[src/rtl/hsvr_pkg.sv]
// Package for the rainbow HSV to RGB converter: fixed-point constants,
// item payload types, the sextant code and the perceptual hue table.
// No dependencies; every RTL file of the block imports it.
`default_nettype none

package hsvr_pkg;

    // Fixed-point format: unsigned Q1.FRAC_BITS in every field.
    localparam int FRAC_BITS = 16;
    localparam int FIELD_W   = FRAC_BITS + 1;

    localparam logic [FIELD_W-1:0]   ONE  = {1'b1, {FRAC_BITS{1'b0}}};
    localparam logic [FRAC_BITS-1:0] HALF = {1'b1, {(FRAC_BITS - 1){1'b0}}};

    // Rainbow wrap: 2*h mod 3.0, then times 20 gives the table position.
    localparam logic [FIELD_W:0] THREE_ONE = {2'b11, {FRAC_BITS{1'b0}}};
    localparam int T_W   = FRAC_BITS + 6;
    localparam int IDX_W = 6;

    // Hue table in units of 1/10000.
    localparam int TAB_W     = 14;
    localparam int TAB_DEPTH = 61;
    localparam logic [TAB_W-1:0] TAB_SCALE  = 14'd10000;
    localparam logic [TAB_W-1:0] HALF_SCALE = 14'd5000;

    localparam logic [TAB_W-1:0] HUE_TABLE [TAB_DEPTH] = '{
        14'd0,    14'd62,   14'd130,  14'd202,  14'd280,
        14'd365,  14'd457,  14'd559,  14'd671,  14'd796,
        14'd936,  14'd1095, 14'd1275, 14'd1482, 14'd1806,
        14'd2113, 14'd2393, 14'd2652, 14'd2892, 14'd3119,
        14'd3333, 14'd3556, 14'd3815, 14'd4129, 14'd4526,
        14'd5060, 14'd5296, 14'd5501, 14'd5679, 14'd5834,
        14'd5970, 14'd6088, 14'd6191, 14'd6281, 14'd6361,
        14'd6430, 14'd6490, 14'd6544, 14'd6590, 14'd6631,
        14'd6667, 14'd6713, 14'd6763, 14'd6815, 14'd6873,
        14'd6937, 14'd7009, 14'd7092, 14'd7190, 14'd7308,
        14'd7452, 14'd7631, 14'd7856, 14'd8142, 14'd8621,
        14'd9029, 14'd9344, 14'd9580, 14'd9755, 14'd9889,
        14'd10000
    };

    // Interpolation accumulator, including the rounding offset.
    localparam int ACC_W = FRAC_BITS + TAB_W;

    // Reciprocal of 10000 scaled by 2^ACC_W; the quotient estimate is
    // never high and at most one low for any accumulator value.
    localparam int REC_W = FIELD_W;
    localparam logic [63:0] REC_MUL_64 = (64'd1 << ACC_W) / 64'd10000;
    localparam logic [REC_W-1:0] REC_MUL = REC_MUL_64[REC_W-1:0];

    // Hue mode register values.
    localparam logic MODE_DIRECT  = 1'b0;
    localparam logic MODE_RAINBOW = 1'b1;

    // Hexcone sextant.
    typedef enum logic [2:0] {
        SX_R_TO_Y = 3'd0,
        SX_Y_TO_G = 3'd1,
        SX_G_TO_C = 3'd2,
        SX_C_TO_B = 3'd3,
        SX_B_TO_M = 3'd4,
        SX_M_TO_R = 3'd5
    } t_sext;

    // Input item.
    typedef struct packed {
        logic [FIELD_W-1:0] hue_in;
        logic [FIELD_W-1:0] saturation;
        logic [FIELD_W-1:0] brightness;
    } t_hsv;

    // Result item.
    typedef struct packed {
        logic [FIELD_W-1:0] red_out;
        logic [FIELD_W-1:0] green_out;
        logic [FIELD_W-1:0] blue_out;
    } t_rgb;

    // Remap segment to hue segment: rounded interpolation accumulator,
    // direct hue fraction and saturated s and v.
    typedef struct packed {
        logic [ACC_W-1:0]     acc;
        logic [FRAC_BITS-1:0] hue_dir;
        logic [FIELD_W-1:0]   sat;
        logic [FIELD_W-1:0]   bri;
    } t_rmp;

    // Hue segment to hexcone segment.
    typedef struct packed {
        t_sext                sext;
        logic [FRAC_BITS-1:0] frac;
        logic [FIELD_W-1:0]   sat;
        logic [FIELD_W-1:0]   bri;
    } t_hue;

endpackage

`default_nettype wire

[src/rtl/hsvr_remap.sv]
// Remap segment: saturation clamps, rainbow wrap and hue table interpolation
// over two pipeline stages. Depends on hsvr_pkg.
`default_nettype none

module hsvr_remap (
    input  wire logic          i_clk,
    input  wire logic          i_rst_n,
    input  wire logic          i_valid,
    output logic               o_ready,
    input  wire hsvr_pkg::t_hsv i_hsv,
    output logic               o_valid,
    input  wire logic          i_ready,
    output hsvr_pkg::t_rmp     o_rmp
);
    import hsvr_pkg::*;

    logic                 r_vld1, r_vld2;
    logic                 en1, en2;
    logic [T_W-1:0]       r_t,       n_t;
    logic [FRAC_BITS-1:0] r_hue_dir, n_hue_dir;
    logic [FIELD_W-1:0]   r_sat,     n_sat;
    logic [FIELD_W-1:0]   r_bri,     n_bri;
    t_rmp                 r_rmp,     n_rmp;

    logic [FIELD_W:0]     dbl, wrap;
    logic [IDX_W-1:0]     idx;
    logic [FRAC_BITS-1:0] fr;
    logic [TAB_W-1:0]     lo, hi, diff;
    logic [ACC_W-1:0]     prod;

    // Stage enables: a stage loads when it is empty or its item moves on.
    assign en2     = !r_vld2 || i_ready;
    assign en1     = !r_vld1 || en2;
    assign o_ready = en1;
    assign o_valid = r_vld2;
    assign o_rmp   = r_rmp;

    // Stage 1: clamp s and v to one, wrap 2*h into [0, 3.0) and scale by 20.
    always_comb begin
        dbl       = {i_hsv.hue_in, 1'b0};
        wrap      = (dbl >= THREE_ONE) ? (dbl - THREE_ONE) : dbl;
        n_t       = {wrap, 4'b0000} + {2'b00, wrap, 2'b00};
        n_hue_dir = i_hsv.hue_in[FRAC_BITS-1:0];
        n_sat     = (i_hsv.saturation > ONE) ? ONE : i_hsv.saturation;
        n_bri     = (i_hsv.brightness > ONE) ? ONE : i_hsv.brightness;
    end

    // Stage 2: linear interpolation between neighboring table entries.
    always_comb begin
        idx           = r_t[T_W-1:FRAC_BITS];
        fr            = r_t[FRAC_BITS-1:0];
        lo            = HUE_TABLE[idx];
        hi            = HUE_TABLE[idx + IDX_W'(1)];
        diff          = hi - lo;
        prod          = diff * fr;
        n_rmp.acc     = {lo, {FRAC_BITS{1'b0}}} + prod + ACC_W'(HALF_SCALE);
        n_rmp.hue_dir = r_hue_dir;
        n_rmp.sat     = r_sat;
        n_rmp.bri     = r_bri;
    end

    // Valid bits.
    always_ff @(posedge i_clk) begin
        if (!i_rst_n) begin
            r_vld1 <= 1'b0;
            r_vld2 <= 1'b0;
        end else begin
            if (en1) begin
                r_vld1 <= i_valid;
            end
            if (en2) begin
                r_vld2 <= r_vld1;
            end
        end
    end

    // Payload registers.
    always_ff @(posedge i_clk) begin
        if (en1) begin
            r_t       <= n_t;
            r_hue_dir <= n_hue_dir;
            r_sat     <= n_sat;
            r_bri     <= n_bri;
        end
        if (en2) begin
            r_rmp <= n_rmp;
        end
    end

endmodule

`default_nettype wire

[config.mk]
export PLATFORM = sky130hd
export DESIGN_NAME = hsvr_remap
export DESIGN_NICKNAME = d
export VERILOG_FILES = /design/src/rtl/hsvr_pkg.sv /design/src/rtl/hsvr_remap.sv
export SDC_FILE = /design/constraint.sdc
export NUM_CORES = 1
export LEC_CHECK = 0
export BUFFER_PORTS_ARGS = -buffer_cell sky130_fd_sc_hd__clkbuf_2
export CAP_MARGIN = 20
export CORE_ASPECT_RATIO = 2
export CORE_MARGIN = 5
export CORE_UTILIZATION = 43
export CTS_CLUSTER_SIZE = 16
export DETAILED_ROUTE_END_ITERATION = 7
export GPL_ROUTABILITY_DRIVEN = 0
export PLACE_DENSITY_LB_ADDON = 0.3
export SETUP_SLACK_MARGIN = 0.5
export SLEW_MARGIN = 20
export SYNTH_ARGS = -nofsm -noshare
export SYNTH_HDL_FRONTEND = slang
export SYNTH_SLANG_ARGS = --single-unit
[constraint.sdc]
create_clock -name i_clk -period 11 [get_ports i_clk]
set_input_delay 2.2 -clock i_clk [delete_from_list [all_inputs] [get_ports i_clk]]
set_output_delay 2.2 -clock i_clk [all_outputs]
set_load 0.005 [all_outputs]
==> run_results.csv <==
group,metric,value,unit
run_status,outcome,"complete, no violations",
drt,vias_per_cell,5.723,
logic_synthesis,syn_inst,1596,
grt,grt_pass1_wl,68650,um
final_layout,drive_gt1_share,13.98,%
clock_network,cts_resized,0,
hold_path,hold_class,"reg -> reg",
grt,grt_max_degree,78,
grt,antenna_found_initial,0,
clock_network,tritoncts,"yes",
timing,final_hold_viol_count,0,
critical_path,arrival,9.93,ns
logic_synthesis,synth-seq-area-share,28.53,%
floorplanning,rows,97,
clock_network,clkTransAtPathRegs,0.07,ns
critical_path,critPathLaunchType,"flop",
clock_network,clk_latency,0.43,ns
clock_network,clock_sinks,146,
final_layout,final_util,48.68,%
logic_synthesis,netlist_area,15300,um2
timing,slew_headroom,32.15,%
floorplanning,core_area,35070,um2
logic_synthesis,ys_warn_count,0,
hold_path,hold_end,"o_rmp[7]$_DFFE_PP_",
hold_path,min_from,"r_bri[7]$_SDFFCE_PN0P_",
clock_network,htree_levels,4,
final_layout,nets,2025,
final_layout,area_growth,11.61,%
timing,finalSetupViolCount,0,
critical_path,slowest_delay,0.56,ns
logic_synthesis,synth_cell_types,76,
critical_path,reg2regPathDepth,33,
clock_network,cts_hold_buf,0,
timing,tightest_slew,1.018,ns
floorplanning,dieWidth,143.4,um
critical_path,path_max_fanout,56,
logic_synthesis,ys_ff_latch,146,
floorplanning,fp.dieH,276.7,um
timing,finalSetupTns,0,ns
final_layout,diodes,0,
critical_path,worstPathRequired,11.16,ns
drt,antenna_left,0,
placement,portBuffers,133,
logic_synthesis,async_reset_ff_share,0,%
logic_synthesis,synth_edf_count,144,
final_layout,fill_cells,3262,
critical_path,crit_slowest_cell,"fa_1",
hold_path,whs_path_depth,0,
grt,gr-usage-all-layers,22.25,%
critical_path,reg2reg_from,"r_t[18]$_DFFE_PP_",
timing,fin_worst_skew,0.01754,ns
clock_network,cts_buffer_depth,2,
drt,routed_wirelength,44220,um
critical_path,r2r_setup_slack,1.23,ns
drt,first_pass_iters,6,
clock_network,post-cts-setup-buffers,0,
placement,hpwl,35050,um
flow_run,cap_viol_max_count,0,
drt,vias,12333,
critical_path,crit_start,"r_t[18]$_DFFE_PP_",
critical_path,setup.worst_path.class,"reg -> reg",
grt,grt_pass1_vias,12699,
logic_synthesis,synth_flop_cell,"edfxtp_1",
critical_path,worst_r2r_endpoint,"o_rmp[77]$_DFFE_PP_",
grt,grt-ovfl-total,0,
drt,drc,0,
placement,dp.cells,2123,
clock_network,cts_root_buffer,"clkbuf_16",
critical_path,cp-end-kind,"flop",
floorplanning,fp.dieArea,39680,um2
logic_synthesis,avgSynthCellArea,9.585,um2
floorplanning,pin_count,137,
floorplanning,initial_core_util,43.61,%
drt,drt_iter0_markers,963,
placement,dp_worst_setup_slack,0.9585,ns
clock_network,cts_made_buffers,17,
timing,min_period_over_period,88.81,%
timing,fin_crit,9.769,ns
timing,max_freq,0.1024,GHz
timing,slew_viol_final,0,
final_layout,stdcell_count,2155,
timing,rsz0062_at_grt,"no",
drt,wire_per_inst,20.52,um
timing,setup_slack,1.231,ns
cell usage after synthesis, types with 6 or more instances:
| library cell | number | area, um2 |
|---|---|---|
| a211oi_1 | 24 | 180.2 |
| a21o_1 | 20 | 150.1 |
| a21oi_1 | 86 | 430.4 |
| a221oi_1 | 7 | 61.31 |
| a31oi_1 | 13 | 81.33 |
| and2_1 | 58 | 362.9 |
| and2_4 | 6 | 52.55 |
| buf_1 | 7 | 26.28 |
| buf_2 | 6 | 30.03 |
| clkbuf_1 | 79 | 296.5 |
| edfxtp_1 | 144 | 4324 |
| fa_1 | 150 | 3003 |
| ha_1 | 123 | 1539 |
| inv_1 | 189 | 709.4 |
| mux2i_1 | 14 | 140.1 |
| nand2_1 | 211 | 792.0 |
| nand2b_1 | 20 | 125.1 |
| nand3_1 | 17 | 85.08 |
| nor2_1 | 63 | 236.5 |
| nor2b_1 | 56 | 350.3 |
| nor3_1 | 11 | 55.05 |
| nor4_1 | 8 | 50.05 |
| o211ai_1 | 11 | 82.58 |
| o21a_1 | 13 | 97.59 |
| o21ai_0 | 84 | 420.4 |
| o221ai_1 | 8 | 70.07 |
| o22ai_1 | 9 | 56.30 |
| xnor2_1 | 33 | 289.0 |
| xor2_1 | 16 | 140.1 |
cell type report:
type	instances	area (um2)	share of cell area (%)
repair buffers	178	1003	5.877
flip-flops and latches	146	4364	25.56
well taps	445	556.8	3.261
clock inverters	14	141.4	0.8281
inverters	191	716.9	4.199
clock buffers	18	429.2	2.514
multi-input cells	1163	9862	57.76
cell families after synthesis:
group / count (synthesis) / share of synthesized area, %
compound gates: 345 / 14.75
xor+xnor: 50 / 2.985
fa+ha+maj: 273 / 29.69
buf+inv: 289 / 7.337
flops: 146 / 28.53
mux: 22 / 1.873
other cells: 1 / 0.02451
simple gates: 470 / 14.81
worst max path at each step:
stage | endpoint | depth (start not counted)
after CTS | o_rmp[77]$_DFFE_PP_ | 34
final | o_rmp[77]$_DFFE_PP_ | 33
after global placement | o_rmp[77]$_DFFE_PP_ | 32
after detailed placement | o_rmp[77]$_DFFE_PP_ | 34
after global routing | o_rmp[77]$_DFFE_PP_ | 33
after floorplan | o_rmp[77]$_DFFE_PP_ | 36
registers in the layout, summed over array words and instances, names as in the netlist:
signal and count:
o_rmp 77, r_bri 17, r_sat 17, r_t 17, r_hue_dir 16, o_valid 1, r_vld1 1
critical path: cells and delay by family, from the launching register on:
family / cells / cell delay, ns
XOR/XNOR: 3 / 1.05
AO/OA/AOI/OAI: 10 / 2.69
flip-flops: 1 / 0.35
adder cells (fa/ha/maj): 8 / 3.47
AND/OR/NAND/NOR: 5 / 0.87
buffers and inverters: 7 / 1.05
layer usage:
layer	track usage (%)	up-vias	wire length, um
met5	0	-	0
met4	13.36	0	3025
met2	43.49	448	25480
li1	-	5665	-
met3	2.868	169	1680
met1	21.09	6051	14030
per-stage QoR:
stage	hold slack [ns]	cell area, um2
2_1_floorplan	0.4003	15300
3_3_place_gp	0.4011	16480
3_5_place_dp	0.4045	16480
4_1_cts	0.4159	17050
5_1_grt	0.4166	17070
6_report	0.4140	17070
layout by cell type, fill, tap and decap left out, drive strengths merged, types with 6 or more instances in the layout:
| cell type | synthesis | routed |
|---|---|---|
| clkinv | 2 | 6 |
| o21ai | 86 | 86 |
| ha | 123 | 123 |
| xnor2 | 34 | 34 |
| clkbuf | 79 | 151 |
| nor2b | 56 | 56 |
| a21o | 20 | 20 |
| nor4 | 8 | 8 |
| fa | 150 | 150 |
| edfxtp | 144 | 144 |
| nand3 | 18 | 18 |
| mux2i | 14 | 14 |
| nor3 | 11 | 11 |
| o221ai | 8 | 8 |
| buf | 19 | 45 |
| nand2b | 20 | 20 |
| a221oi | 8 | 8 |
| a31oi | 13 | 13 |
| nand2 | 211 | 211 |
| xor2 | 16 | 16 |
| a21oi | 86 | 86 |
| o211ai | 11 | 11 |
| o21a | 13 | 13 |
| inv | 189 | 197 |
| a211oi | 24 | 24 |
| nor2 | 63 | 63 |
| o22ai | 9 | 9 |
| and2 | 64 | 64 |
Power is not shown: default switching activity piles up to over one toggle a cycle in this logic, so the estimate is an artifact.
