==> src/rtl/hsvr_pkg.sv <==
// Package for the rainbow HSV to RGB converter: fixed-point constants,
// item payload types, the sextant code and the perceptual hue table.
// No dependencies; every RTL file of the block imports it.
`default_nettype none

package hsvr_pkg;

    // Fixed-point format: unsigned Q1.FRAC_BITS in every field.
    localparam int FRAC_BITS = 16;
    localparam int FIELD_W   = FRAC_BITS + 1;

    localparam logic [FIELD_W-1:0]   ONE  = {1'b1, {FRAC_BITS{1'b0}}};
    localparam logic [FRAC_BITS-1:0] HALF = {1'b1, {(FRAC_BITS - 1){1'b0}}};

    // Rainbow wrap: 2*h mod 3.0, then times 20 gives the table position.
    localparam logic [FIELD_W:0] THREE_ONE = {2'b11, {FRAC_BITS{1'b0}}};
    localparam int T_W   = FRAC_BITS + 6;
    localparam int IDX_W = 6;

    // Hue table in units of 1/10000.
    localparam int TAB_W     = 14;
    localparam int TAB_DEPTH = 61;
    localparam logic [TAB_W-1:0] TAB_SCALE  = 14'd10000;
    localparam logic [TAB_W-1:0] HALF_SCALE = 14'd5000;

    localparam logic [TAB_W-1:0] HUE_TABLE [TAB_DEPTH] = '{
        14'd0,    14'd62,   14'd130,  14'd202,  14'd280,
        14'd365,  14'd457,  14'd559,  14'd671,  14'd796,
        14'd936,  14'd1095, 14'd1275, 14'd1482, 14'd1806,
        14'd2113, 14'd2393, 14'd2652, 14'd2892, 14'd3119,
        14'd3333, 14'd3556, 14'd3815, 14'd4129, 14'd4526,
        14'd5060, 14'd5296, 14'd5501, 14'd5679, 14'd5834,
        14'd5970, 14'd6088, 14'd6191, 14'd6281, 14'd6361,
        14'd6430, 14'd6490, 14'd6544, 14'd6590, 14'd6631,
        14'd6667, 14'd6713, 14'd6763, 14'd6815, 14'd6873,
        14'd6937, 14'd7009, 14'd7092, 14'd7190, 14'd7308,
        14'd7452, 14'd7631, 14'd7856, 14'd8142, 14'd8621,
        14'd9029, 14'd9344, 14'd9580, 14'd9755, 14'd9889,
        14'd10000
    };

    // Interpolation accumulator, including the rounding offset.
    localparam int ACC_W = FRAC_BITS + TAB_W;

    // Reciprocal of 10000 scaled by 2^ACC_W; the quotient estimate is
    // never high and at most one low for any accumulator value.
    localparam int REC_W = FIELD_W;
    localparam logic [63:0] REC_MUL_64 = (64'd1 << ACC_W) / 64'd10000;
    localparam logic [REC_W-1:0] REC_MUL = REC_MUL_64[REC_W-1:0];

    // Hue mode register values.
    localparam logic MODE_DIRECT  = 1'b0;
    localparam logic MODE_RAINBOW = 1'b1;

    // Hexcone sextant.
    typedef enum logic [2:0] {
        SX_R_TO_Y = 3'd0,
        SX_Y_TO_G = 3'd1,
        SX_G_TO_C = 3'd2,
        SX_C_TO_B = 3'd3,
        SX_B_TO_M = 3'd4,
        SX_M_TO_R = 3'd5
    } t_sext;

    // Input item.
    typedef struct packed {
        logic [FIELD_W-1:0] hue_in;
        logic [FIELD_W-1:0] saturation;
        logic [FIELD_W-1:0] brightness;
    } t_hsv;

    // Result item.
    typedef struct packed {
        logic [FIELD_W-1:0] red_out;
        logic [FIELD_W-1:0] green_out;
        logic [FIELD_W-1:0] blue_out;
    } t_rgb;

    // Remap segment to hue segment: rounded interpolation accumulator,
    // direct hue fraction and saturated s and v.
    typedef struct packed {
        logic [ACC_W-1:0]     acc;
        logic [FRAC_BITS-1:0] hue_dir;
        logic [FIELD_W-1:0]   sat;
        logic [FIELD_W-1:0]   bri;
    } t_rmp;

    // Hue segment to hexcone segment.
    typedef struct packed {
        t_sext                sext;
        logic [FRAC_BITS-1:0] frac;
        logic [FIELD_W-1:0]   sat;
        logic [FIELD_W-1:0]   bri;
    } t_hue;

endpackage

`default_nettype wire

==> src/rtl/hsvr_hexcone.sv <==
// Hexcone segment: m, n and k terms from saturation and sextant position,
// then component select and scaling by brightness. Depends on hsvr_pkg.
`default_nettype none

module hsvr_hexcone (
    input  wire logic           i_clk,
    input  wire logic           i_rst_n,
    input  wire logic           i_valid,
    output logic                o_ready,
    input  wire hsvr_pkg::t_hue i_hue,
    output logic                o_valid,
    input  wire logic           i_ready,
    output hsvr_pkg::t_rgb      o_rgb
);
    import hsvr_pkg::*;

    logic                   r_vld1, r_vld2;
    logic                   en1, en2;
    logic [FIELD_W-1:0]     r_m, n_m;
    logic [FIELD_W-1:0]     r_n, n_n;
    logic [FIELD_W-1:0]     r_k, n_k;
    t_sext                  r_sext;
    logic [FIELD_W-1:0]     r_bri;
    t_rgb                   r_rgb, n_rgb;

    logic [2*FRAC_BITS:0]   sf;
    logic [2*FRAC_BITS+1:0] sg;
    logic [FIELD_W-1:0]     one_minus_f;
    logic [FIELD_W-1:0]     red, green, blue;
    logic [2*FRAC_BITS+1:0] pr, pg, pb;

    assign en2     = !r_vld2 || i_ready;
    assign en1     = !r_vld1 || en2;
    assign o_ready = en1;
    assign o_valid = r_vld2;
    assign o_rgb   = r_rgb;

    // Stage 1: m = 1 - s, n = 1 - s*f, k = 1 - s*(1 - f), products rounded.
    always_comb begin
        one_minus_f = ONE - {1'b0, i_hue.frac};
        sf          = i_hue.sat * i_hue.frac + (2*FRAC_BITS+1)'(HALF);
        sg          = i_hue.sat * one_minus_f + (2*FRAC_BITS+2)'(HALF);
        n_m         = ONE - i_hue.sat;
        n_n         = ONE - sf[2*FRAC_BITS:FRAC_BITS];
        n_k         = ONE - sg[2*FRAC_BITS:FRAC_BITS];
    end

    // Stage 2: place the terms by sextant and scale each by brightness.
    always_comb begin
        case (r_sext)
            SX_R_TO_Y: begin red = ONE; green = r_k; blue = r_m; end
            SX_Y_TO_G: begin red = r_n; green = ONE; blue = r_m; end
            SX_G_TO_C: begin red = r_m; green = ONE; blue = r_k; end
            SX_C_TO_B: begin red = r_m; green = r_n; blue = ONE; end
            SX_B_TO_M: begin red = r_k; green = r_m; blue = ONE; end
            SX_M_TO_R: begin red = ONE; green = r_m; blue = r_n; end
            default:   begin red = ONE; green = r_m; blue = r_n; end
        endcase
        pr = red   * r_bri + (2*FRAC_BITS+2)'(HALF);
        pg = green * r_bri + (2*FRAC_BITS+2)'(HALF);
        pb = blue  * r_bri + (2*FRAC_BITS+2)'(HALF);
        n_rgb.red_out   = pr[2*FRAC_BITS:FRAC_BITS];
        n_rgb.green_out = pg[2*FRAC_BITS:FRAC_BITS];
        n_rgb.blue_out  = pb[2*FRAC_BITS:FRAC_BITS];
    end

    always_ff @(posedge i_clk) begin
        if (!i_rst_n) begin
            r_vld1 <= 1'b0;
            r_vld2 <= 1'b0;
        end else begin
            if (en1) begin
                r_vld1 <= i_valid;
            end
            if (en2) begin
                r_vld2 <= r_vld1;
            end
        end
    end

    always_ff @(posedge i_clk) begin
        if (en1) begin
            r_m    <= n_m;
            r_n    <= n_n;
            r_k    <= n_k;
            r_sext <= i_hue.sext;
            r_bri  <= i_hue.bri;
        end
        if (en2) begin
            r_rgb <= n_rgb;
        end
    end

endmodule

`default_nettype wire

==> config.mk <==
export PLATFORM = sky130hd
export DESIGN_NAME = hsvr_hexcone
export DESIGN_NICKNAME = d
export VERILOG_FILES = /design/src/rtl/hsvr_pkg.sv /design/src/rtl/hsvr_hexcone.sv
export SDC_FILE = /design/constraint.sdc
export NUM_CORES = 2
export LEC_CHECK = 0
export BUFFER_PORTS_ARGS = -buffer_cell sky130_fd_sc_hd__buf_2
export CAP_MARGIN = 15
export CELL_PAD_IN_SITES_DETAIL_PLACEMENT = 1
export CELL_PAD_IN_SITES_GLOBAL_PLACEMENT = 1
export CORE_MARGIN = 3
export CORE_UTILIZATION = 45
export CTS_BUF_LIST = sky130_fd_sc_hd__clkbuf_16
export DETAILED_ROUTE_END_ITERATION = 10
export HOLD_SLACK_MARGIN = 0.06
export MAX_ROUTING_LAYER = met4
export PLACE_DENSITY = 0.78
export SLEW_MARGIN = 15
export SYNTH_ARGS = -nofsm -noshare
export SYNTH_HDL_FRONTEND = slang
export SYNTH_SLANG_ARGS = --single-unit
==> constraint.sdc <==
create_clock -name i_clk -period 11.1 [get_ports i_clk]
set_input_delay 0 -clock i_clk [delete_from_list [all_inputs] [get_ports i_clk]]
set_output_delay 0 -clock i_clk [all_outputs]
set_load 0.02 [all_outputs]
==> results_dict.tcl <==
set metrics [dict create \
    status "finished clean" \
    min_from "i_hue[17]" \
    grtUsageTotal_pct 27.4 \
    ys.flop_type "edfxtp_1" \
    dp_hpwl_um 115000 \
    final_nets 7293 \
    arrival_ps 9160 \
    io_pins 110 \
    busiest_layer "met2" \
    final_common_cell "inv_1" \
    setup_viol_count_final 0 \
    worstPathRequired_ps 11360 \
    hold_violations 0 \
    syn_area_um2 51000 \
    core_area_um2 112000 \
    synth_compound_area_share_pct 5.00 \
    cp_common_cell "inv_1" \
    grt_max_degree 73 \
    synth_seq_cells 124 \
    finalCriticalPeriod_ps 8910 \
    cts_root_buffer "clkbuf_16" \
    fin_ws_ps 2190 \
    final_util_pct 48.3 \
    numCtsBuffers 17 \
    worst_slew_pin_slew_ps 1150 \
    clock_path_buffers 2 \
    cts_sinks 124 \
    port-buffer-count 109 \
    slew_violations 0 \
    viasPerCell 5.38 \
    drc 0 \
    grt_pass1_wl_um 244000 \
    clk_latency_ps 510 \
    grt_overflow 0 \
    synth.distinct_cells 90 \
    start_util_pct 45.7 \
    final_cells 7080 \
    grt_pass1_vias 44075 \
    seq_area_frac_synth_pct 7.27 \
    syn_to_final_growth_pct 5.78 \
    wire_per_inst_um 21.2 \
    use_met2_pct 46.9 \
    drive_gt1_share_pct 4.96 \
    synth_xor_xnor_area_share_pct 2.44 \
    antenna_left 0 \
    cp_num_cells 27 \
    antenna_found_initial 9 \
    skew_ps 28.6 \
    maxCapViolCount 0 \
    reg2regPathDepth 27 \
    postCtsSetupBuffers 0 \
    hold_class "in -> reg" \
    synth_edf_count 122 \
    tritoncts "done" \
    use_met1_pct 34.5 \
    place_inst 7014 \
    r2r-end "o_rgb[16]$_DFFE_PP_" \
    synth_simple_gate_area_share_pct 16.4 \
    hold_path_depth 2 \
    clk_pin_slew_ps 90 \
    period_share_pct 80.3 \
    fmax_mhz 112 \
    fin_tns_setup_ps 0 \
    slowest_delay_ps 730 \
    grt.met3_usage_pct 3.20 \
    die_w_um 343 \
    muxShareOfSynthArea_pct 0.0835 \
    mostFrequentLayoutCells "1302 x inv_1, 1099 x fa_1, 926 x nand2_1" \
    async_flop_share_pct 0 \
    worst_r2r_startpoint "r_sext[2]$_DFFE_PP_" \
    synth_top_family_by_area "adder cells" \
    cp_max_fo 47 \
    path_buf_inv 6 \
    path_delay_family "compound AO/OA/AOI/OAI gates" \
    htree_num_levels 4 \
    hold_path_end "r_m[0]$_DFFE_PP_" \
    die-area_um2 117000 \
    slew_headroom_pct 23.3 \
    rows 122 \
    r2r_setup_slack_ps 2190 \
    synthCells 5624 \
    cp-end-kind "register" \
    rsz0062_at_grt "no" \
    drt-initial-drc-count 2164 \
    wl_um 150000 \
    syn_nets 7347 \
    worstSetupPathType "reg -> reg" \
    dr.pass1.iters 8 \
    vias 38120 \
    start_kind "register" \
    pre_cts_ws_ps 2110 \
    synth_fa_ha_area_share_pct 57.1 \
    yosys_warnings 0 \
    gp_congestion 0.915 \
    avgSynthCellArea_um2 9.06 \
    crit_start "r_sext[2]$_DFFE_PP_" \
    die_y_um 343 \
    crit_slowest_cell "a211oi_1" \
]
-- logic make-up after synthesis --
kind of cell | Yosys count
adder cells (fa/ha/maj) | 1666
flip-flops | 124
AND/OR/NAND/NOR | 1732
buffers and inverters | 1592
XOR/XNOR | 141
multiplexers | 4
AO/OA/AOI/OAI | 365
-- synth_stat cells (5+ instances only) --
| cell | instances | area (um^2) |
|---|---|---|
| a211o_1 | 6 | 52.6 |
| a211oi_1 | 10 | 75.1 |
| a21o_1 | 36 | 270 |
| a21oi_1 | 61 | 305 |
| a22oi_1 | 62 | 465 |
| a31oi_1 | 7 | 43.8 |
| and2_1 | 540 | 3380 |
| and3_1 | 25 | 156 |
| buf_1 | 19 | 71.3 |
| buf_2 | 6 | 30.0 |
| clkbuf_1 | 263 | 987 |
| edfxtp_1 | 122 | 3660 |
| fa_1 | 1099 | 22000 |
| ha_1 | 567 | 7090 |
| inv_1 | 1303 | 4890 |
| nand2_1 | 927 | 3480 |
| nand2b_1 | 17 | 106 |
| nand3_1 | 17 | 85.1 |
| nand4_1 | 13 | 81.3 |
| nor2_1 | 78 | 293 |
| nor2b_1 | 26 | 163 |
| nor3_1 | 32 | 160 |
| nor3b_1 | 5 | 37.5 |
| nor4_1 | 10 | 62.6 |
| o211ai_1 | 8 | 60.1 |
| o21a_1 | 17 | 128 |
| o21ai_0 | 35 | 175 |
| o21ai_1 | 53 | 265 |
| o21bai_1 | 5 | 37.5 |
| or3_1 | 17 | 106 |
| xnor2_1 | 99 | 867 |
| xor2_1 | 41 | 359 |
-- repair_timing --
action	4_1_cts	5_1_grt
hold endpoints to repair	24	0
hold buffers	25	0
endpoints found under the setup margin	0	0
resized for setup	0	0
-- metal layers --
metal / up-vias / part of all wire (%) / wire [um]
met4: 0 / 2.4 / 3640
met1: 20080 / 42 / 62800
met2: 1120 / 50 / 75500
met5: - / 0 / 0
li1: 16681 / - / -
met3: 239 / 5.6 / 8390
-- worst reg2reg max path: stages, from the launching register on --
cell and delay (ps):
edfxtp_1 670, buf_4 520, and2_1 590, a22oi_1 220, nand2_1 540, nand2_1 160, fa_1 570, fa_1 450
inv_1 90, ha_1 150, inv_1 50, fa_1 480, inv_1 40, ha_1 260, inv_1 40, fa_1 480
inv_1 40, ha_1 300, nand4_1 180, a211oi_1 730, o2111ai_1 310, a21boi_2 310, o211a_1 280, a41o_1 300
a211oi_1 150, o41ai_2 430, a21oi_1 160, xnor2_1 150
-- metrics by stage --
stage,instance area (um^2),hold WS (ps)
floorplan,51000,98.9
global placement,53000,178
detailed placement,53000,179
CTS,53900,94.6
global route,53900,134
finish,53900,157
-- flip-flops by register name, indices dropped and copies added, names as in the netlist --
register and flops:
r_vld1 1, o_rgb 51, r_n 17, r_m 17, r_sext 3, r_k 17, r_bri 17, o_valid 1
-- worst max-delay path by stage --
stage | endpoint | slack [ps]
2_1_floorplan | r_k[15]$_DFFE_PP_ | 2990
3_3_place_gp | r_k[16]$_DFFE_PP_ | 2440
3_5_place_dp | r_k[16]$_DFFE_PP_ | 2110
4_1_cts | o_rgb[16]$_DFFE_PP_ | 2280
5_1_grt | o_rgb[33]$_DFFE_PP_ | 1600
6_report | o_rgb[16]$_DFFE_PP_ | 2190
-- area by class of cell --
class | instances | area (um^2)
well taps | 1488 | 1860
clock buffers | 17 | 425
inverters | 1303 | 4890
diodes | 9 | 22.5
clock inverters | 15 | 203
repair buffers | 216 | 1410
fillers | 12905 | 57700
flip-flops and latches | 124 | 3700
multi-input cells | 3908 | 41400
Power is not shown: default switching activity piles up to over one toggle a cycle in this logic, so the estimate is an artifact.
