<file path="config.mk">
export PLATFORM = sky130hd
export DESIGN_NAME = hsvr_hue
export DESIGN_NICKNAME = d
export VERILOG_FILES = /design/src/rtl/hsvr_pkg.sv /design/src/rtl/hsvr_hue.sv
export SDC_FILE = /design/constraint.sdc
export NUM_CORES = 1
export LEC_CHECK = 0
export ABC_CLOCK_PERIOD_IN_PS = 17000
export BUFFER_PORTS_ARGS = -buffer_cell sky130_fd_sc_hd__buf_2
export CAP_MARGIN = 20
export CORE_MARGIN = 8
export CORE_UTILIZATION = 60
export DETAILED_ROUTE_END_ITERATION = 8
export GPL_TIMING_DRIVEN = 0
export PLACE_DENSITY = 0.8
export SLEW_MARGIN = 20
export SYNTH_ARGS = -nofsm -noshare
export SYNTH_HDL_FRONTEND = slang
export SYNTH_SLANG_ARGS = --single-unit
export TNS_END_PERCENT = 10
</file>
<file path="constraint.sdc">
create_clock -name i_clk -period 17 [get_ports i_clk]
set_input_delay 1.7 -clock i_clk [delete_from_list [all_inputs] [get_ports i_clk]]
set_output_delay 1.7 -clock i_clk [all_outputs]
set_load 0.02 [all_outputs]
</file>
<file path="src/rtl/hsvr_pkg.sv">
// Package for the rainbow HSV to RGB converter: fixed-point constants,
// item payload types, the sextant code and the perceptual hue table.
// No dependencies; every RTL file of the block imports it.
`default_nettype none

package hsvr_pkg;

    // Fixed-point format: unsigned Q1.FRAC_BITS in every field.
    localparam int FRAC_BITS = 16;
    localparam int FIELD_W   = FRAC_BITS + 1;

    localparam logic [FIELD_W-1:0]   ONE  = {1'b1, {FRAC_BITS{1'b0}}};
    localparam logic [FRAC_BITS-1:0] HALF = {1'b1, {(FRAC_BITS - 1){1'b0}}};

    // Rainbow wrap: 2*h mod 3.0, then times 20 gives the table position.
    localparam logic [FIELD_W:0] THREE_ONE = {2'b11, {FRAC_BITS{1'b0}}};
    localparam int T_W   = FRAC_BITS + 6;
    localparam int IDX_W = 6;

    // Hue table in units of 1/10000.
    localparam int TAB_W     = 14;
    localparam int TAB_DEPTH = 61;
    localparam logic [TAB_W-1:0] TAB_SCALE  = 14'd10000;
    localparam logic [TAB_W-1:0] HALF_SCALE = 14'd5000;

    localparam logic [TAB_W-1:0] HUE_TABLE [TAB_DEPTH] = '{
        14'd0,    14'd62,   14'd130,  14'd202,  14'd280,
        14'd365,  14'd457,  14'd559,  14'd671,  14'd796,
        14'd936,  14'd1095, 14'd1275, 14'd1482, 14'd1806,
        14'd2113, 14'd2393, 14'd2652, 14'd2892, 14'd3119,
        14'd3333, 14'd3556, 14'd3815, 14'd4129, 14'd4526,
        14'd5060, 14'd5296, 14'd5501, 14'd5679, 14'd5834,
        14'd5970, 14'd6088, 14'd6191, 14'd6281, 14'd6361,
        14'd6430, 14'd6490, 14'd6544, 14'd6590, 14'd6631,
        14'd6667, 14'd6713, 14'd6763, 14'd6815, 14'd6873,
        14'd6937, 14'd7009, 14'd7092, 14'd7190, 14'd7308,
        14'd7452, 14'd7631, 14'd7856, 14'd8142, 14'd8621,
        14'd9029, 14'd9344, 14'd9580, 14'd9755, 14'd9889,
        14'd10000
    };

    // Interpolation accumulator, including the rounding offset.
    localparam int ACC_W = FRAC_BITS + TAB_W;

    // Reciprocal of 10000 scaled by 2^ACC_W; the quotient estimate is
    // never high and at most one low for any accumulator value.
    localparam int REC_W = FIELD_W;
    localparam logic [63:0] REC_MUL_64 = (64'd1 << ACC_W) / 64'd10000;
    localparam logic [REC_W-1:0] REC_MUL = REC_MUL_64[REC_W-1:0];

    // Hue mode register values.
    localparam logic MODE_DIRECT  = 1'b0;
    localparam logic MODE_RAINBOW = 1'b1;

    // Hexcone sextant.
    typedef enum logic [2:0] {
        SX_R_TO_Y = 3'd0,
        SX_Y_TO_G = 3'd1,
        SX_G_TO_C = 3'd2,
        SX_C_TO_B = 3'd3,
        SX_B_TO_M = 3'd4,
        SX_M_TO_R = 3'd5
    } t_sext;

    // Input item.
    typedef struct packed {
        logic [FIELD_W-1:0] hue_in;
        logic [FIELD_W-1:0] saturation;
        logic [FIELD_W-1:0] brightness;
    } t_hsv;

    // Result item.
    typedef struct packed {
        logic [FIELD_W-1:0] red_out;
        logic [FIELD_W-1:0] green_out;
        logic [FIELD_W-1:0] blue_out;
    } t_rgb;

    // Remap segment to hue segment: rounded interpolation accumulator,
    // direct hue fraction and saturated s and v.
    typedef struct packed {
        logic [ACC_W-1:0]     acc;
        logic [FRAC_BITS-1:0] hue_dir;
        logic [FIELD_W-1:0]   sat;
        logic [FIELD_W-1:0]   bri;
    } t_rmp;

    // Hue segment to hexcone segment.
    typedef struct packed {
        t_sext                sext;
        logic [FRAC_BITS-1:0] frac;
        logic [FIELD_W-1:0]   sat;
        logic [FIELD_W-1:0]   bri;
    } t_hue;

endpackage

`default_nettype wire

</file>
<file path="src/rtl/hsvr_hue.sv">
// Hue segment: division of the interpolation accumulator by 10000 through a
// reciprocal multiply with one correction step, hue select and sextant split.
// Depends on hsvr_pkg.
`default_nettype none

module hsvr_hue (
    input  wire logic           i_clk,
    input  wire logic           i_rst_n,
    input  wire logic           i_hue_mode,
    input  wire logic           i_valid,
    output logic                o_ready,
    input  wire hsvr_pkg::t_rmp i_rmp,
    output logic                o_valid,
    input  wire logic           i_ready,
    output hsvr_pkg::t_hue      o_hue
);
    import hsvr_pkg::*;

    logic                       r_vld1, r_vld2;
    logic                       en1, en2;
    logic [ACC_W+REC_W-1:0]     rec_prod;
    logic [FIELD_W-1:0]         r_q0,  n_q0;
    t_rmp                       r_rmp;
    t_hue                       r_hue, n_hue;

    logic [FIELD_W+TAB_W-1:0]   q_scaled;
    logic [ACC_W-1:0]           rem;
    logic [FIELD_W-1:0]         quot;
    logic [FRAC_BITS-1:0]       hue;
    logic [FRAC_BITS+2:0]       hue6;

    assign en2     = !r_vld2 || i_ready;
    assign en1     = !r_vld1 || en2;
    assign o_ready = en1;
    assign o_valid = r_vld2;
    assign o_hue   = r_hue;

    // Stage 1: quotient estimate from the scaled reciprocal.
    always_comb begin
        rec_prod = i_rmp.acc * REC_MUL;
        n_q0     = rec_prod[ACC_W+REC_W-1:ACC_W];
    end

    // Stage 2: correct the estimate by one, pick the hue and split six
    // times its fraction into sextant and position within the sextant.
    always_comb begin
        q_scaled      = r_q0 * TAB_SCALE;
        rem           = r_rmp.acc - q_scaled[ACC_W-1:0];
        quot          = r_q0 + FIELD_W'(rem >= ACC_W'(TAB_SCALE));
        hue           = (i_hue_mode == MODE_RAINBOW) ? quot[FRAC_BITS-1:0] : r_rmp.hue_dir;
        hue6          = {1'b0, hue, 2'b00} + {2'b00, hue, 1'b0};
        n_hue.sext    = t_sext'(hue6[FRAC_BITS+2:FRAC_BITS]);
        n_hue.frac    = hue6[FRAC_BITS-1:0];
        n_hue.sat     = r_rmp.sat;
        n_hue.bri     = r_rmp.bri;
    end

    always_ff @(posedge i_clk) begin
        if (!i_rst_n) begin
            r_vld1 <= 1'b0;
            r_vld2 <= 1'b0;
        end else begin
            if (en1) begin
                r_vld1 <= i_valid;
            end
            if (en2) begin
                r_vld2 <= r_vld1;
            end
        end
    end

    always_ff @(posedge i_clk) begin
        if (en1) begin
            r_q0  <= n_q0;
            r_rmp <= i_rmp;
        end
        if (en2) begin
            r_hue <= n_hue;
        end
    end

endmodule

`default_nettype wire

</file>
==> flow_metrics.tcl, run 1 <==
set metrics [dict create \
    grt-ovfl-total 0 \
    cts.clk_slew.worst_paths_ns 0.07 \
    asyncSetResetFlopFracSynth 0 \
    synth_most_common_cell "sky130_fd_sc_hd__inv_1" \
    required_time_of_the_worst_setup_path_ns 17.19 \
    critPathSlowestCell "sky130_fd_sc_hd__o41ai_1" \
    setup.worst_path.start "r_q0[5]$_DFFE_PP_" \
    worst-r2r-cell-count 42 \
    cp-start-kind "register" \
    die_x_um 188 \
    chipHeight_um 188 \
    initial_utilization 0.604 \
    r2r_start "r_q0[5]$_DFFE_PP_" \
    worstPathMaxFanout 7 \
    fp.coreArea_um2 29300 \
    detailedRoute.firstPassIterationCount 5 \
    full_die_area_um2 35300 \
    setup_total_negative_slack_ns 0 \
    design.final.nets 2372 \
    critical_setup_path_kind "reg -> reg" \
    global_route_wire_length_before_repair_mm 65.3 \
    max_freq_mhz 89.4 \
    tritoncts_num_sinks 147 \
    number_of_antenna_violations_at_the_first_check_in_global_routing 0 \
    count_of_input_and_output_buffers 138 \
    synthCells 1593 \
    tritoncts_clock_tree "yes" \
    cp_data_arrival_time_ns 11.37 \
    first_iter_violations 764 \
    numCtsBuffers 17 \
    timing.final.hold_violations 0 \
    yosys_warnings 0 \
    worstReg2RegEnd "o_hue[50]$_DFFE_PP_" \
    synth-edff-count 145 \
    yosys_register_bits 147 \
    postCtsSetupBuffers 0 \
    fillerInstances 2228 \
    crit_path_time_final_ns 11.18 \
    cts_repair_resize_count 0 \
    rsz0062_at_grt "false" \
    synth_top_cell_by_area "sky130_fd_sc_hd__fa_1" \
    syn-mean-instance-area_um2 11.1 \
    r2r_setup_slk_ns 5.82 \
    timing_worst_slew_pin_value_ns 0.770 \
    final_antenna_net_count 0 \
    avgViaCountPerCell 5.51 \
    synth_fp_nets 2213 \
    layout_overhead_on_the_synthesized_area_pct 10.5 \
    detail_route.wl_per_cell_um 18.2 \
    globalRouteTotalUtil 0.232 \
    final_min_period_over_clock_period 0.658 \
    cpMostUsedCell "sky130_fd_sc_hd__ha_1" \
    status "finished, final reports clean" \
    synth_top_cells_by_area "sky130_fd_sc_hd__fa_1 (28%), sky130_fd_sc_hd__edfxtp_1 (25%), sky130_fd_sc_hd__ha_1 (20%)" \
    floorplan.io_pins 140 \
    wl_mm 39.1 \
    route.vias.total 11883 \
    maxSlewHeadroom 0.486 \
    vias_in_the_first_global_route 12945 \
    dp_hpwl_mm 33.4 \
    ys_seq_area_frac 0.248 \
    remaining_drc_errors 0 \
    post_cts_hold_buffer_count 0 \
    yosys.area.top_type_share 0.279 \
    setup_viol 0 \
    hp_class "reg -> reg" \
    place_congestion 0.996 \
    synth.cell_area_um2 17700 \
    maxCapViolations 0 \
    insertedDiodeCount 0 \
    htreeDepth 4 \
    ys_types 70 \
    drive_above_1_share 0.109 \
    worstSkewPairLatency_ns 0.44 \
    placement_rows 63 \
    dominant_register_cell_in_the_synthesized_netlist "sky130_fd_sc_hd__edfxtp_1" \
    critPathCaptureType "register" \
    clock_path_buffers 2 \
    setup.worst_path.end "o_hue[50]$_DFFE_PP_" \
    grt_max_degree 54 \
    synth_top_cells_by_count "sky130_fd_sc_hd__inv_1 (402), sky130_fd_sc_hd__ha_1 (288), sky130_fd_sc_hd__fa_1 (247)" \
    maxSlewViolCount 0 \
    timing.hold.ws_ns 0.413 \
    cp_slowest_stage_delay_ns 0.72 \
    clock-root-buffer "sky130_fd_sc_hd__clkbuf_16" \
    worst_clock_skew_ns 0.0132 \
]
[worst max-delay path, delay by kind of cell (launching register included)]
| kind | cells | cell delay (ns) |
|---|---|---|
| adder cells (fa/ha/maj) | 11 | 4.04 |
| flip-flops | 1 | 0.54 |
| XOR/XNOR | 2 | 0.24 |
| AND/OR/NAND/NOR | 6 | 0.98 |
| buffers and inverters | 5 | 0.42 |
| multiplexers | 1 | 0.31 |
| AO/OA/AOI/OAI | 17 | 4.37 |
[cells in the final DEF (no fill, tap or decap), types with 12 or more instances in the layout]
cell type	instances
sky130_fd_sc_hd__o21a_1	12
sky130_fd_sc_hd__a21oi_1	69
sky130_fd_sc_hd__nor2_1	58
sky130_fd_sc_hd__buf_2	139
sky130_fd_sc_hd__ha_1	288
sky130_fd_sc_hd__clkbuf_16	17
sky130_fd_sc_hd__inv_1	401
sky130_fd_sc_hd__xnor2_1	56
sky130_fd_sc_hd__edfxtp_1	145
sky130_fd_sc_hd__nand2_1	39
sky130_fd_sc_hd__nand3_1	15
sky130_fd_sc_hd__a21o_1	27
sky130_fd_sc_hd__xor2_1	23
sky130_fd_sc_hd__o21ai_0	32
sky130_fd_sc_hd__nor3_1	15
sky130_fd_sc_hd__fa_1	247
[sequential cells by signal, summed over array words and instances, names as in the netlist]
| signal | count |
|---|---|
| r_vld1 | 1 |
| r_rmp | 42 |
| r_q0 | 17 |
| n_hue | 34 |
| o_hue | 52 |
| o_valid | 1 |
[how the worst min path moves through the flow]
stage | slack (ns) | endpoint | start | cells after the start
3_5_place_dp | 0.40 | o_hue[12]$_DFFE_PP_ | n_hue[12]$_DFFE_PP_ | 0
3_3_place_gp | 0.40 | o_hue[5]$_DFFE_PP_ | n_hue[5]$_DFFE_PP_ | 0
6_report | 0.41 | o_hue[19]$_DFFE_PP_ | n_hue[19]$_DFFE_PP_ | 0
2_1_floorplan | 0.40 | o_hue[0]$_DFFE_PP_ | n_hue[0]$_DFFE_PP_ | 0
4_1_cts | 0.41 | o_hue[30]$_DFFE_PP_ | n_hue[30]$_DFFE_PP_ | 0
5_1_grt | 0.42 | o_hue[11]$_DFFE_PP_ | n_hue[11]$_DFFE_PP_ | 0
[through the flow]
step	cell area, um2	setup WS, ns	utilization	instances
3_3_place_gp	18900	6.13	0.644	2121
2_1_floorplan	17700	7.37	-	1593
6_report	19600	5.82	0.668	2155
3_5_place_dp	19000	5.93	0.646	2123
4_1_cts	19600	5.83	0.668	2155
5_1_grt	19600	5.00	0.668	2155
[cell type report]
| cell class | instances | area [um2] | share of cell area |
|---|---|---|---|
| buffer | 5 | 23.8 | 0.00121 |
| tap | 390 | 488 | 0.0249 |
| multi-input combinational | 1039 | 11800 | 0.602 |
| timing repair buffer | 140 | 738 | 0.0377 |
| clock inverter | 15 | 209 | 0.0107 |
| clock buffer | 17 | 425 | 0.0217 |
| sequential | 147 | 4390 | 0.224 |
| inverter | 402 | 1510 | 0.0770 |
[cell families after synthesis]
logic type / synth area share
flip-flops: 0.248
buffers and inverters: 0.0865
AO/OA/AOI/OAI: 0.0863
XOR/XNOR: 0.0403
adder cells (fa/ha/maj): 0.482
other: 0.000212
AND/OR/NAND/NOR: 0.0537
multiplexers: 0.00240
[routing by layer]
metal	wire [um]	GRT usage	vias up
li1	-	-	5560
met1	16600	0.300	5868
met2	19200	0.392	367
met3	2370	0.0448	88
met4	1010	0.0727	0
met5	0	0	-
Power of run 1 is left out: the tool's default activity adds up to more than one toggle a clock period on the data nets, which glitch-free logic cannot reach.
==> inputs of run 2 (changes only) <==
--- a/config.mk
+++ b/config.mk
@@ -5,14 +5,15 @@
 export SDC_FILE = /design/constraint.sdc
 export NUM_CORES = 1
 export LEC_CHECK = 0
-export ABC_CLOCK_PERIOD_IN_PS = 17000
+export ABC_AREA = 1
+export ABC_CLOCK_PERIOD_IN_PS = 9380
 export BUFFER_PORTS_ARGS = -buffer_cell sky130_fd_sc_hd__buf_2
 export CAP_MARGIN = 20
 export CORE_MARGIN = 8
-export CORE_UTILIZATION = 60
+export CORE_UTILIZATION = 57
 export DETAILED_ROUTE_END_ITERATION = 8
 export GPL_TIMING_DRIVEN = 0
-export PLACE_DENSITY = 0.8
+export PLACE_DENSITY = 0.79
 export SLEW_MARGIN = 20
 export SYNTH_ARGS = -nofsm -noshare
 export SYNTH_HDL_FRONTEND = slang
==> constraint.sdc (replaced) <==
create_clock -name i_clk -period 9.38 [get_ports i_clk]
set_input_delay 0.938 -clock i_clk [delete_from_list [all_inputs] [get_ports i_clk]]
set_output_delay 0.938 -clock i_clk [all_outputs]
set_load 0.02 [all_outputs]
==> flow_metrics.tcl, run 2 <==
set metrics [dict create \
    status "finished, final reports clean" \
    detail_route.wl_per_cell_um 18.3 \
    route.vias.total 15017 \
    ys_seq_area_frac 0.230 \
    vias_in_the_first_global_route 15859 \
    dp_hpwl_mm 44.2 \
    full_die_area_um2 40600 \
    final_antenna_net_count 0 \
    maxSlewHeadroom 0.524 \
    yosys.area.top_type_share 0.252 \
    grt_met1_usage 0.296 \
    layout.cells.most_common "sky130_fd_sc_hd__inv_1" \
    grt_max_degree 54 \
    worstPathMaxFanout 7 \
    syn-mean-instance-area_um2 9.17 \
    final_cell_mix "sky130_fd_sc_hd__inv_1 (525), sky130_fd_sc_hd__nand2_1 (317), sky130_fd_sc_hd__ha_1 (287), sky130_fd_sc_hd__fa_1 (247), sky130_fd_sc_hd__edfxtp_1 (149)" \
    clock_path_buffers 2 \
    ff_latch_area_um2 4510 \
    floorplan.io_pins 140 \
    cell_count_post_placement 2734 \
    synth_xor_area_frac 0.0285 \
    placement_rows 68 \
    number_of_antenna_violations_at_the_first_check_in_global_routing 5 \
    synth_mux_area_frac 0 \
    ys_types 48 \
    maxCapViolations 0 \
    setup_viol 0 \
    tritoncts_num_sinks 151 \
    numCtsBuffers 17 \
    largest_register_ffs 52 \
    drive_above_1_share 0.0993 \
    cp_slowest_stage_delay_ns 0.55 \
    fp.coreArea_um2 34200 \
    globalRouteTotalUtil 0.252 \
    dominant_register_cell_in_the_synthesized_netlist "sky130_fd_sc_hd__edfxtp_1" \
    timing_worst_slew_pin_value_ns 0.715 \
    remaining_drc_errors 0 \
    layout_overhead_on_the_synthesized_area_pct 10.5 \
    first_iter_violations 907 \
    wl_mm 51.0 \
    chipHeight_um 202 \
    r2r_setup_slk_ns 0.62 \
    worstSkewPairLatency_ns 0.44 \
    multiInputGateArea_um2 13100 \
    maxSlewViolCount 0 \
    detailedRoute.firstPassIterationCount 5 \
    synth_top_family_by_area "adder cells" \
    max_freq_mhz 114 \
    critPathCaptureType "register" \
    synth.cell_area_um2 19600 \
    setup_total_negative_slack_ns 0 \
    synth_fp_nets 2760 \
    global_route_wire_length_before_repair_mm 81.0 \
    grt_busiest_layer "met2" \
    cts.clk_slew.worst_paths_ns 0.07 \
    timing.final.hold_violations 0 \
    grt_util_met2 0.454 \
    fillerInstances 2861 \
    synthAdderAreaFrac 0.436 \
    die_x_um 202 \
    synth_area_in_compound_gates 0.0663 \
    hp_class "reg -> reg" \
    critPathSlowestCell "sky130_fd_sc_hd__fa_1" \
    design.final.nets 2934 \
    grt_use_met3 0.0418 \
    tritoncts_clock_tree "yes" \
    initial_utilization 0.573 \
    place_congestion 0.982 \
    required_time_of_the_worst_setup_path_ns 9.57 \
    synth_top_cells_by_count "sky130_fd_sc_hd__inv_1 (526), sky130_fd_sc_hd__nand2_1 (319), sky130_fd_sc_hd__ha_1 (288)" \
    critical_setup_path_kind "reg -> reg" \
    yosys.area_share.simple 0.136 \
    asyncSetResetFlopFracSynth 0 \
    synth_top_cells_by_area "sky130_fd_sc_hd__fa_1 (25%), sky130_fd_sc_hd__edfxtp_1 (23%), sky130_fd_sc_hd__ha_1 (18%)" \
    dpl_worst_slack_ns 0.0767 \
    synthCells 2140 \
    avgViaCountPerCell 5.39 \
    cp-start-kind "register" \
    synth_most_common_cell "sky130_fd_sc_hd__inv_1" \
    worst_clock_skew_ns 0.0197 \
    yosys_warnings 0 \
    clock-root-buffer "sky130_fd_sc_hd__clkbuf_16" \
    grt-ovfl-total 0 \
    final_min_period_over_clock_period 0.934 \
    htreeDepth 4 \
    count_of_input_and_output_buffers 138 \
    synth_top_cell_by_area "sky130_fd_sc_hd__fa_1" \
    cp_data_arrival_time_ns 8.95 \
    post_layout_nonfiller_instances 2787 \
    synth-edff-count 149 \
    timing.hold.ws_ns 0.408 \
    final.setup.worst_slack_ns 0.621 \
    crit_path_time_final_ns 8.76 \
    yosys_register_bits 151 \
]
[run 2: changes by cell type after synthesis, moves of 8 or more]
cell	delta
sky130_fd_sc_hd__a21oi_1	+39
sky130_fd_sc_hd__xor2_1	+14
sky130_fd_sc_hd__or3_1	-11
sky130_fd_sc_hd__inv_1	+124
sky130_fd_sc_hd__nand3_1	+61
sky130_fd_sc_hd__xnor2_1	-31
sky130_fd_sc_hd__nor2b_1	-8
sky130_fd_sc_hd__o21ai_0	+34
sky130_fd_sc_hd__nand2_1	+279
sky130_fd_sc_hd__nand4_1	+27
sky130_fd_sc_hd__a21o_1	-17
sky130_fd_sc_hd__nand2_2	+13
sky130_fd_sc_hd__nor2_1	+81
[run 2: metrics by stage]
stage,util,area [um2]
final,0.634,21700
after global routing,0.634,21700
after CTS,0.628,21500
after detailed placement,0.612,20900
after global placement,0.610,20900
after floorplan,-,19600
[run 2: final timing paths]
check                        end  cells after the start                 from
min          o_hue[23]$_DFFE_PP_                      0  n_hue[23]$_DFFE_PP_
max          o_hue[49]$_DFFE_PP_                     41    r_q0[5]$_DFFE_PP_
max reg2reg  o_hue[49]$_DFFE_PP_                     41    r_q0[5]$_DFFE_PP_
min reg2reg  o_hue[23]$_DFFE_PP_                      0  n_hue[23]$_DFFE_PP_
[run 2: repair_timing]
item / CTS / global route
buffers inserted: 0 / 16
gates resized for setup: 0 / 12
setup endpoints to repair: 0 / 12
hold endpoints to repair: 0 / 0
hold buffers: 0 / 0
[run 2: worst max-delay path: cells and delay by family (launching register included)]
kind	cells	cell delay, ns
flip-flops	1	0.41
buffers and inverters	5	0.42
adder cells (fa/ha/maj)	10	3.67
XOR/XNOR	2	0.43
AO/OA/AOI/OAI	7	1.66
AND/OR/NAND/NOR	17	1.95
[run 2: final cells by class]
| class | instances | share of cell area |
|---|---|---|
| multi-input combinational | 1454 | 0.607 |
| sequential | 151 | 0.208 |
| inverter | 531 | 0.0922 |
| timing repair buffer | 155 | 0.0387 |
| tap | 455 | 0.0263 |
| clock buffer | 19 | 0.0200 |
| clock inverter | 13 | 0.00629 |
| buffer | 4 | 0.00110 |
| antenna | 5 | 0.000577 |
[run 2: kinds of logic after synthesis]
family / after synthesis
AO/OA/AOI/OAI: 230
XOR/XNOR: 63
adder cells (fa/ha/maj): 535
buffers and inverters: 535
flip-flops: 151
other: 1
AND/OR/NAND/NOR: 625
[run 2: metal layers]
layer	wire length, um	share of wire
met1	20100	0.40
met2	26300	0.52
met3	2820	0.055
met4	1690	0.033
met5	0	0
Power of run 2 is left out for the same reason.
